File: src/design/lcd_serial_frame_packer_top_assert.svh
// Assertion macros for the serial LCD frame packer top level.
`ifndef LCD_SERIAL_FRAME_PACKER_TOP_ASSERT_SVH
`define LCD_SERIAL_FRAME_PACKER_TOP_ASSERT_SVH
`ifndef SYNTH
`define LCDSFP_ASSERT_NOW(lbl, prop, msg) \
  lbl: assert property (@(posedge clk) disable iff (rst) prop) else $error(msg);
`define LCDSFP_ASSERT_NEXT(lbl, ante, cons, msg) \
  lbl: assert property (@(posedge clk) disable iff (rst) ante |=> cons) else $error(msg);
`else
`define LCDSFP_ASSERT_NOW(lbl, prop, msg)
`define LCDSFP_ASSERT_NEXT(lbl, ante, cons, msg)
`endif
`endif

File: src/design/lcdsfp_pkg.sv
// Types and constants shared by the serial LCD frame packer.
`timescale 1ns / 1ps
package lcdsfp_pkg;

  localparam int unsigned MaxBits = 16;
  localparam int unsigned WordBits = 32;
  localparam logic [2:0] HdrCmd = 3'b100;
  localparam logic [2:0] HdrData = 3'b101;

  typedef enum logic [1:0] {
    REQ_RAW  = 2'd0,
    REQ_CMD  = 2'd1,
    REQ_DATA = 2'd2,
    REQ_END  = 2'd3
  } req_kind_e;

  typedef struct packed {
    logic [1:0]  req_type;
    logic [15:0] value;
    logic [4:0]  bit_count;
    logic [5:0]  address;
  } in_t;

  typedef struct packed {
    logic [7:0] out_byte;
    logic       has_byte;
    logic       ends_transfer;
    logic       last;
  } out_t;

  // One classified request: bit string left aligned, result count minus one,
  // whether the request closes the transfer and whether the closing result has a byte.
  typedef struct packed {
    logic [WordBits-1:0] word;
    logic [1:0]          nres_m1;
    logic                closes;
    logic                close_has;
  } job_t;

endpackage

File: src/design/lcdsfp_front.sv
// Front end: accepts requests, merges them with pending bits, builds jobs.
`timescale 1ns / 1ps
module lcdsfp_front (
  input  logic                clk,
  input  logic                rst,
  input  logic                push,
  input  lcdsfp_pkg::in_t     req,
  output logic                full,
  input  logic                q_full,
  output logic                q_push,
  output lcdsfp_pkg::job_t    q_job
);
  import lcdsfp_pkg::*;

  logic [7:0]  pend_bits, pend_bits_next;
  logic [2:0]  pend_cnt, pend_cnt_next;
  req_kind_e   kind;
  logic [4:0]  cnt_sat;
  logic [16:0] mask;
  logic [15:0] vmask;
  logic [31:0] base, bits, comb_word;
  logic [2:0]  base_cnt;
  logic [4:0]  nbits;
  logic [5:0]  total;
  logic        closes;
  logic [2:0]  nres;
  logic [7:0]  res_mask;
  logic        accept;

  assign full   = q_full;
  assign accept = push && !q_full;
  assign kind   = req_kind_e'(req.req_type);

  always_comb begin
    cnt_sat = (req.bit_count > 5'(MaxBits)) ? 5'(MaxBits) : req.bit_count;
    mask    = (17'd1 << cnt_sat) - 17'd1;
    vmask   = req.value & mask[15:0];
    base     = {24'd0, pend_bits};
    base_cnt = pend_cnt;
    nbits    = 5'd0;
    bits     = 32'd0;
    closes   = 1'b0;
    case (kind)
      REQ_RAW: begin
        nbits = cnt_sat;
        bits  = {16'd0, vmask};
      end
      REQ_CMD: begin
        base     = 32'd0;
        base_cnt = 3'd0;
        nbits    = 5'd12;
        bits     = {20'd0, HdrCmd, req.value[7:0], 1'b1};
        closes   = 1'b1;
      end
      REQ_DATA: begin
        base     = 32'd0;
        base_cnt = 3'd0;
        nbits    = 5'd9 + cnt_sat;
        bits     = ({23'd0, HdrData, req.address} << cnt_sat) | {16'd0, vmask};
      end
      REQ_END: begin
        closes = 1'b1;
      end
      default: begin
        closes = 1'b1;
      end
    endcase
    comb_word = (base << nbits) | bits;
    total     = {3'd0, base_cnt} + {1'b0, nbits};
    nres      = total[5:3] + {2'd0, closes};
    res_mask  = (8'd1 << total[2:0]) - 8'd1;

    q_job.word      = comb_word << (6'd32 - total);
    q_job.nres_m1   = 2'(nres - 3'd1);
    q_job.closes    = closes;
    q_job.close_has = (total[2:0] != 3'd0);
    q_push          = accept && (nres != 3'd0);

    pend_bits_next = pend_bits;
    pend_cnt_next  = pend_cnt;
    if (accept) begin
      pend_bits_next = closes ? 8'd0 : (comb_word[7:0] & res_mask);
      pend_cnt_next  = closes ? 3'd0 : total[2:0];
    end
  end

  always_ff @(posedge clk) begin
    if (rst) begin
      pend_bits <= 8'd0;
      pend_cnt  <= 3'd0;
    end else begin
      pend_bits <= pend_bits_next;
      pend_cnt  <= pend_cnt_next;
    end
  end

endmodule

File: src/design/lcdsfp_queue.sv
// Two-entry job queue between front and back ends.
`timescale 1ns / 1ps
module lcdsfp_queue (
  input  logic             clk,
  input  logic             rst,
  input  logic             push,
  input  lcdsfp_pkg::job_t job_in,
  output logic             full,
  output logic             valid,
  output lcdsfp_pkg::job_t job_out,
  input  logic             pop
);
  import lcdsfp_pkg::*;

  job_t       e0, e1;
  logic [1:0] cnt, cnt_next;
  logic       do_push, do_pop;

  assign full    = (cnt == 2'd2);
  assign valid   = (cnt != 2'd0);
  assign job_out = e0;
  assign do_push = push && !full;
  assign do_pop  = pop && valid;

  always_comb begin
    cnt_next = cnt + {1'b0, do_push} - {1'b0, do_pop};
  end

  always_ff @(posedge clk) begin
    if (rst) begin
      cnt <= 2'd0;
    end else begin
      cnt <= cnt_next;
    end
  end

  always_ff @(posedge clk) begin
    if (do_push && (cnt == 2'd0 || (cnt == 2'd1 && do_pop))) begin
      e0 <= job_in;
    end else if (do_pop && cnt == 2'd2) begin
      e0 <= e1;
    end
    if (do_push && cnt == 2'd1 && !do_pop) begin
      e1 <= job_in;
    end
  end

endmodule

File: src/design/lcdsfp_back.sv
// Back end: walks one job and presents its results one per cycle while pop is held.
`timescale 1ns / 1ps
module lcdsfp_back (
  input  logic             clk,
  input  logic             rst,
  input  logic             q_valid,
  input  lcdsfp_pkg::job_t q_job,
  output logic             q_pop,
  output logic             empty,
  input  logic             pop,
  output lcdsfp_pkg::out_t rsp
);
  import lcdsfp_pkg::*;

  job_t       cur;
  logic       busy;
  logic [1:0] k;
  logic       is_last, done, load;

  assign is_last = (k == cur.nres_m1);
  assign done    = busy && pop && is_last;
  assign load    = q_valid && (!busy || done);
  assign q_pop   = load;
  assign empty   = !busy;

  always_comb begin
    case (k)
      2'd0:    rsp.out_byte = cur.word[31:24];
      2'd1:    rsp.out_byte = cur.word[23:16];
      2'd2:    rsp.out_byte = cur.word[15:8];
      default: rsp.out_byte = cur.word[7:0];
    endcase
    rsp.has_byte      = (is_last && cur.closes) ? cur.close_has : 1'b1;
    rsp.ends_transfer = is_last && cur.closes;
    rsp.last          = is_last;
  end

  always_ff @(posedge clk) begin
    if (rst) begin
      busy <= 1'b0;
      k    <= 2'd0;
    end else if (load) begin
      busy <= 1'b1;
      k    <= 2'd0;
    end else if (done) begin
      busy <= 1'b0;
    end else if (busy && pop) begin
      k <= k + 2'd1;
    end
  end

  always_ff @(posedge clk) begin
    if (load) begin
      cur <= q_job;
    end
  end

endmodule

File: src/design/lcd_serial_frame_packer_top.sv
// Top level of the serial LCD frame packer.
//  channel  | handshake         | payload
//  request  | push / full       | req (in_t)
//  result   | pop / empty       | rsp (out_t)
// A request is taken every cycle while the two-entry job queue has room.
// Results leave one per cycle while pop is held; each job stays until its last pops.
// With the back end idle, a job passes a queue entry, then cur, before its first result.
// Synchronous reset clears pending bits, the queue and the back end.
// A request that completes no byte and closes no transfer yields no result and no job.
`timescale 1ns / 1ps
module lcd_serial_frame_packer_top (
  input  logic             clk,
  input  logic             rst,
  input  logic             push,
  output logic             full,
  input  lcdsfp_pkg::in_t  req,
  output logic             empty,
  input  logic             pop,
  output lcdsfp_pkg::out_t rsp
);
  import lcdsfp_pkg::*;

  logic q_full, q_push, q_valid, q_pop;
  job_t f_job, b_job;

  lcdsfp_front u_front (
    .clk    (clk),
    .rst    (rst),
    .push   (push),
    .req    (req),
    .full   (full),
    .q_full (q_full),
    .q_push (q_push),
    .q_job  (f_job)
  );

  lcdsfp_queue u_queue (
    .clk     (clk),
    .rst     (rst),
    .push    (q_push),
    .job_in  (f_job),
    .full    (q_full),
    .valid   (q_valid),
    .job_out (b_job),
    .pop     (q_pop)
  );

  lcdsfp_back u_back (
    .clk     (clk),
    .rst     (rst),
    .q_valid (q_valid),
    .q_job   (b_job),
    .q_pop   (q_pop),
    .empty   (empty),
    .pop     (pop),
    .rsp     (rsp)
  );

`include "lcd_serial_frame_packer_top_assert.svh"

  `LCDSFP_ASSERT_NOW(a_end_is_last, !empty && rsp.ends_transfer |-> rsp.last, "end not last")
  `LCDSFP_ASSERT_NOW(a_bare_end, !empty && !rsp.has_byte |-> rsp.ends_transfer && rsp.out_byte == 8'd0, "bad bare end")
  `LCDSFP_ASSERT_NEXT(a_more_results, pop && !empty && !rsp.last, !empty, "results lost")

endmodule

File: config.mk
export PLATFORM = sky130hd
export DESIGN_NAME = lcd_serial_frame_packer_top
export DESIGN_NICKNAME = d
export VERILOG_FILES = /design/src/design/lcdsfp_pkg.sv /design/src/design/lcdsfp_front.sv /design/src/design/lcdsfp_queue.sv /design/src/design/lcdsfp_back.sv /design/src/design/lcd_serial_frame_packer_top.sv
export VERILOG_INCLUDE_DIRS = /design/src /design/src/design
export SDC_FILE = /design/constraint.sdc
export NUM_CORES = 1
export LEC_CHECK = 0
export ABC_AREA = 1
export ABC_CLOCK_PERIOD_IN_PS = 9000
export BUFFER_PORTS_ARGS = -buffer_cell sky130_fd_sc_hd__buf_2
export CAP_MARGIN = 20
export CORE_MARGIN = 3
export CORE_UTILIZATION = 61
export DETAILED_ROUTE_END_ITERATION = 10
export GPL_TIMING_DRIVEN = 0
export PLACE_DENSITY = 0.83
export SLEW_MARGIN = 20
export SYNTH_ARGS = -nofsm -noshare
export SYNTH_HDL_FRONTEND = slang
export SYNTH_SLANG_ARGS = --single-unit
export TNS_END_PERCENT = 50
File: constraint.sdc
create_clock -name clk -period 9 [get_ports clk]
set_clock_uncertainty 0.1 [all_clocks]
set_input_delay 0.45 -clock clk [delete_from_list [all_inputs] [get_ports clk]]
set_output_delay 0.45 -clock clk [all_outputs]
set_load 0.005 [all_outputs]
==> flow_summary.json, run 1 <==
{
  "status": "complete, no violations",
  "synth_area_per_cell_um2": 7.17,
  "cpMostUsedCell": "buf_2",
  "path_max_fanout": 10,
  "p_leak_uw": 0.00481,
  "synth_cell_type_count": 56,
  "synth_area_leader_cell": "edfxtp_1",
  "clockBufferDepth": 2,
  "hold_path_end": "u_front.pend_bits[0]$_SDFFE_PP0P_",
  "rrSetupSlack_ns": 4.21,
  "antenna_found_initial": 0,
  "endpoint_kind": "flip-flop",
  "htreeDepth": 4,
  "area_growth_pct": 12.6,
  "ioPinCount": 46,
  "drtIter0Drc": 1495,
  "finalNetCount": 1458,
  "slowest_stage": "nor4_2",
  "design.die.area_um2": 17100,
  "post-route-period-util_pct": 72.6,
  "rsz0062_at_grt": "no",
  "numCtsBuffers": 17,
  "antenna_left": 0,
  "relSlewSlack_pct": 53.7,
  "syn_nets": 1390,
  "grt_max_degree": 32,
  "drive_gt1_share_pct": 11.7,
  "power_density_nw_per_um2": 249,
  "pre_cts_ws_ns": 2.25,
  "drc_errors": 0,
  "period_minus_slack_ns": 6.54,
  "cts_num_sinks": 124,
  "wl_per_cell_um": 20.9,
  "grt_pass1_wl_um": 50900,
  "max_freq_mhz": 153,
  "syn_inst": 1329,
  "setup_violations": 0,
  "hold_start": "rst",
  "required_ns": 9.03,
  "finalMaxSlewViolations": 0,
  "wirelength_um": 33900,
  "r2r_start": "u_front.pend_cnt[0]$_SDFFE_PP0P_",
  "startpoint_type": "input port",
  "cp_top_family": "buffers and inverters",
  "cts_hold_buf": 0,
  "yosys.area.top_type_share_pct": 34.1,
  "timing.rr.end": "u_queue.e1[22]$_DFFE_PP_",
  "ir_worst_vdd_v": 0.000169,
  "grt_overflow_total": 0,
  "synthFlopType": "edfxtp_1",
  "post_cts_resized": 0,
  "path_buf_inv": 11,
  "insertion_delay_ns": 0.43,
  "start_util_pct": 62.4,
  "reg2regPathDepth": 21,
  "synth-async-reset-ratio_pct": 0,
  "hold_viol": 0,
  "die_h_um": 131,
  "place_area_um2": 10100,
  "cts_tree": "built",
  "synth_area_leaders": "edfxtp_1, nand3_1, nand2_1",
  "synth-edff-count": 108,
  "clk_pin_slew_ns": 0.06,
  "gp_congestion": 1.07,
  "io_buffers": 42,
  "syn-cell-area_um2": 9520,
  "grt_use_total_pct": 39.2,
  "drv_cap": 0,
  "worst_pin_slew_ns": 0.688,
  "cts-root-buf": "clkbuf_16",
  "core_area_um2": 15300,
  "crit_arrival_ns": 6.57,
  "die_w_um": 131,
  "grt_pass1_vias": 9374,
  "final_area_um2": 10700,
  "hold_class": "input port to flip-flop",
  "num_vias": 10400,
  "yosysSeqAreaShare_pct": 37.4,
  "post_cts_buffers": 0,
  "critical_path.max_stage_delay_ns": 0.54,
  "drt-pass1-iter-count": 8,
  "ys_ff_latch": 124,
  "dp_hpwl_um": 25100,
  "vias_per_cell": 6.41,
  "diodes": 0,
  "yosysWarnings": 0,
  "setup_ws_ns": 2.46,
  "hold_path_depth": 2,
  "num_rows": 45,
  "critPathKind": "input port to flip-flop"
}
-- cells in the mapped netlist (16+ instances only) --
cell and count:
clkbuf_1 28, nand3_1 318, buf_2 18, a21oi_1 45, ha_1 27, dfxtp_1 16
nor2_1 72, o21ai_0 33, nand4_1 54, nand2_1 390, inv_1 96, edfxtp_1 108
-- worst max-delay path by stage --
stage	start	endpoint	slack, ns	cells past startpoint
4_1_cts	req[7]	u_queue.e1[22]$_DFFE_PP_	2.57	31
5_1_grt	req[7]	u_queue.e1[21]$_DFFE_PP_	1.98	31
3_3_place_gp	req[7]	u_queue.e1[20]$_DFFE_PP_	-1.09	26
3_5_place_dp	req[7]	u_queue.e1[20]$_DFFE_PP_	2.25	31
6_report	req[7]	u_queue.e1[22]$_DFFE_PP_	2.46	31
2_1_floorplan	req[7]	u_queue.e1[0]$_DFFE_PP_	0.97	26
-- layer usage --
metal | track usage, % | up-vias | routed length (µm)
li1 | - | 4684 | -
met1 | 50.7 | 4785 | 13100
met2 | 61.2 | 779 | 15100
met3 | 11.9 | 144 | 4190
met4 | 16.2 | 0 | 1450
met5 | 0 | - | 0
-- cells by family after synthesis --
kind of cell | synth area share, %
compound gates | 6.67
xor+xnor | 1.56
fa+ha+maj | 3.76
buf+inv | 7.82
flops | 37.4
simple gates | 42.8
-- sequential cells by signal, indices dropped and copies added (netlist names) --
signal and count:
u_back.busy 1, u_front.pend_bits 8, u_front.pend_cnt 3, u_back.cur 36, u_queue.job_out 36, u_back.k 2, u_queue.e1 36, u_queue.cnt 2
-- cell usage in the layout (no fill, tap or decap), types with 4 or more instances in the layout --
cell type,instances
nand2_4,6
dfxtp_1,16
nand2_1,390
buf_1,9
nor2_2,4
edfxtp_1,108
a21oi_1,45
o21ai_1,7
inv_6,6
nor2_1,71
o21ai_0,32
inv_2,8
nor2_4,10
inv_1,96
clkbuf_16,17
buf_6,4
ha_1,27
xnor2_1,4
a22o_1,8
buf_2,64
nand3_1,318
nand2_2,6
nand4_1,54
buf_4,4
o211ai_1,5
clkinv_1,5
clkbuf_1,28
nor3_1,4
-- final cells by class --
type / instances / area (µm²)
plain buffers: 63 / 312
repair buffers: 49 / 285
flip-flops and latches: 124 / 3560
clock inverters: 15 / 198
inverters: 112 / 433
well taps: 211 / 264
fillers: 1213 / 4540
clock buffers: 17 / 425
multi-input cells: 1030 / 5240
-- report_power, final --
group          switching [µW]  total (µW)  internal [µW]
Combinational             737        1030            294
Sequential               56.9         903            846
Clock                     284         730            446
-- through the flow --
stage	std cells	utilization, %	hold slack [ns]	power, µW	TNS (ns)
after floorplan	1329	-	0.300	1540	0
after global placement	1582	65.5	0.301	1810	-39.16
after detailed placement	1589	66.2	0.306	1870	0
after CTS	1621	70.3	0.192	2620	0
after global routing	1621	70.3	0.206	2770	0
final	1621	70.3	0.212	2660	0
-- worst reg2reg max path: cells and delay by family (launching register included) --
kind	cells	cell delay, ns
buffers and inverters	9	1.54
adders and majority gates	4	1.09
and+or+nand+nor	4	0.78
AOI/OAI and AO/OA	3	0.42
DFF	1	0.31
xor gates and xnor gates	1	0.26
No activity file was read; power rests on OpenSTA's default activity.
==> run 2, diff against run 1 <==
Settings changed: ABC_AREA 1 to 0, ABC_CLOCK_PERIOD_IN_PS 9000 to 6700.
Clock period 9 ns to 6.7 ns, I/O delays scaled along.
==> run 2 against run 1 <==
Clock power is 26% higher. Combinational power increased by 26%. Via count is 3.6% higher. Sequential share of layout area decreased by 2.7 points. Register-to-register slack lost 3.3 ns. Hold slack worse by 0.13 ns. Largest cell class unchanged. Non-clock buffer count up 28. Synthesized cell count is 15% lower. Die area rose by 8.6%. Flip-flop and latch count did not move.
==> flow_summary.json, run 2 <==
{
  "crit_arrival_ns": 6.58,
  "start_util_pct": 62.4,
  "drt-pass1-iter-count": 6,
  "grt_overflow_total": 0,
  "grt_pass1_vias": 9935,
  "synth-edff-count": 108,
  "die_w_um": 136,
  "hold_viol": 0,
  "clk_pin_slew_ns": 0.06,
  "max_freq_mhz": 154,
  "finalMaxSlewViolations": 0,
  "synth_cell_type_count": 93,
  "num_rows": 47,
  "critPathKind": "input port to flip-flop",
  "rrSetupSlack_ns": 0.92,
  "gp_congestion": 1.09,
  "pwr-share-clk_pct": 26.9,
  "power_density_nw_per_um2": 293,
  "yosysWarnings": 0,
  "setup_tns_ns": 0,
  "wirelength_um": 39400,
  "cpMostUsedCell": "ha_1",
  "insertion_delay_ns": 0.43,
  "seq_area_um2": 3560,
  "clockBufferDepth": 2,
  "multi_input_area_um2": 6340,
  "yosys.area.top_type_share_pct": 31.2,
  "crit_chain": "buf_2, inv_1, ha_1, buf_6, nor2b_4, buf_6, a21oi_4, inv_4, ha_1, clkbuf_1, inv_1, clkbuf_2, clkbuf_2, ha_1, nand2_1, a211oi_1, o21ai_0, xnor2_2, or3_1, clkbuf_1, o22ai_1, or2_2, mux2_2",
  "num_vias": 10800,
  "cts_num_sinks": 124,
  "setup_violations": 0,
  "fill_cells": 1260,
  "wl_per_cell_um": 27.5,
  "grt_max_degree": 31,
  "drtIter0Drc": 1738,
  "synth-async-reset-ratio_pct": 0,
  "syn_nets": 1192,
  "core_area_um2": 16600,
  "worst_pin_slew_ns": 1.26,
  "hold_slack_ns": 0.0866,
  "required_ns": 6.77,
  "design.die.area_um2": 18600,
  "startpoint_type": "input port",
  "cts_hold_buf": 0,
  "p_seq_share_pct": 35.1,
  "yosysSeqAreaShare_pct": 34.3,
  "endpoint_kind": "flip-flop",
  "path_max_fanout": 11,
  "synthFlopType": "edfxtp_1",
  "antenna_found_initial": 0,
  "synth_common_cells": "edfxtp_1, nor2_1, nand2_1, a21oi_1, clkbuf_1",
  "critical_path.max_stage_delay_ns": 0.53,
  "ir_worst_vdd_v": 0.000308,
  "drive_gt1_share_pct": 16.5,
  "cts-root-buf": "clkbuf_16",
  "die_h_um": 136,
  "synth_area_leaders": "edfxtp_1, mux4_2, mux2i_1",
  "syn-cell-area_um2": 10400,
  "area_growth_pct": 12.3,
  "relSlewSlack_pct": 15.2,
  "p_leak_uw": 0.00415,
  "synth_area_per_cell_um2": 9.18,
  "period_minus_slack_ns": 6.51,
  "worstSetupStartpoint": "req[27]",
  "htreeDepth": 4,
  "cts_tree": "built",
  "finalPower_uw": 3420,
  "setup.worst_path.end": "u_queue.job_out[26]$_DFFE_PP_",
  "syn_inst": 1131,
  "io_buffers": 43,
  "finalNetCount": 1259,
  "switching_share_pct": 37.7,
  "reg2regPathDepth": 16,
  "ys_ff_latch": 124,
  "synth_area_leader_cell": "edfxtp_1",
  "grt_pass1_wl_um": 58700,
  "numCtsBuffers": 17,
  "hold_class": "input port to flip-flop",
  "ioPinCount": 46,
  "dp_hpwl_um": 29100,
  "post-route-period-util_pct": 97.1,
  "r2r_start": "u_front.pend_cnt[0]$_SDFFE_PP0P_",
  "final_util_pct": 70.1,
  "p_sw_uw": 1290,
  "timing.rr.end": "u_queue.job_out[26]$_DFFE_PP_",
  "status": "complete, no violations",
  "yosysMostFrequentCell": "edfxtp_1",
  "p_comb_share_pct": 37.9,
  "grt_use_total_pct": 41.9,
  "final_common_cell": "edfxtp_1",
  "drc_errors": 0,
  "final_cell_mix": "edfxtp_1, nor2_1, nand2_1",
  "slowest_stage": "xnor2_2",
  "vias_per_cell": 7.52,
  "drv_cap": 0,
  "antenna_left": 0,
  "diodes": 0,
  "internal-power_uw": 2130
}
run 2: repair_timing:
action                     4_1_cts  5_1_grt
setup endpoints to repair       91      107
buffers inserted                 1        2
pin swaps                        1        0
gates resized for setup         11       16
run 2: worst max-delay path, delay by kind of cell:
kind                       cells  cell delay (ns)
buffers and inverters         10             2.42
and+or+nand+nor                4             0.88
adders and majority gates      3             0.97
xor gates and xnor gates       1             0.53
AOI/OAI and AO/OA              4             1.15
muxes                          1             0.28
run 2: final cells by class:
| type | instances | share of cell area [%] |
|---|---|---|
| buffer | 91 | 3.57 |
| clock buffer | 17 | 3.65 |
| clock inverter | 15 | 1.41 |
| inverter | 43 | 1.45 |
| multi-input combinational | 872 | 54.3 |
| sequential | 124 | 30.6 |
| tap | 220 | 2.36 |
| timing repair buffer | 49 | 2.68 |
run 2: cell families (layout without fill, tap and decap cells):
| logic type | count (synthesis) | count (layout) | synth area share (%) |
|---|---|---|---|
| and+or+nand+nor | 377 | 377 | 19.0 |
| AOI/OAI and AO/OA | 353 | 353 | 24.0 |
| buffers and inverters | 135 | 215 | 5.42 |
| DFF | 124 | 124 | 34.3 |
| muxes | 93 | 93 | 11.9 |
| adders and majority gates | 28 | 28 | 3.45 |
| xor gates and xnor gates | 21 | 21 | 1.90 |
run 2: worst min path at each step:
| stage | start | endpoint | slack [ns] | cells past startpoint |
|---|---|---|---|---|
| after floorplan | u_queue.job_out[0]$_DFFE_PP_ | u_back.cur[0]$_DFFE_PP_ | 0.30 | 0 |
| after global routing | rst | u_front.pend_bits[2]$_SDFFE_PP0P_ | 0.09 | 2 |
| after global placement | u_queue.job_out[3]$_DFFE_PP_ | u_back.cur[3]$_DFFE_PP_ | 0.30 | 0 |
| after CTS | rst | u_front.pend_bits[2]$_SDFFE_PP0P_ | 0.07 | 2 |
| after detailed placement | u_queue.job_out[16]$_DFFE_PP_ | u_back.cur[16]$_DFFE_PP_ | 0.30 | 0 |
| final | rst | u_front.pend_bits[2]$_SDFFE_PP0P_ | 0.09 | 2 |
run 2: per-stage QoR:
stage                     instances  cell area (µm²)  setup slack, ns
after floorplan                1131            10400           0.0968
after CTS                      1429            11600            0.192
after global routing           1431            11700          -0.0591
after global placement         1394            10900            -2.57
final                          1431            11700            0.194
after detailed placement       1397            11000            -1.02
run 2: power by group through the flow:
stage	combinational, µW	clock (µW)	sequential [µW]
detailed placement	1210	0	1210
finish	1300	922	1200
global route	1360	946	1210
global placement	1130	0	1210
floorplan	801	0	1190
CTS	1230	912	1200
run 2: layer usage:
layer / vias to the layer above / track usage, % / part of all wire (%)
li1: 4518 / - / -
met1: 5087 / 58.8 / 38
met2: 997 / 62.3 / 43
met3: 165 / 12.0 / 15
met4: 0 / 14.1 / 3.9
met5: - / 0 / 0
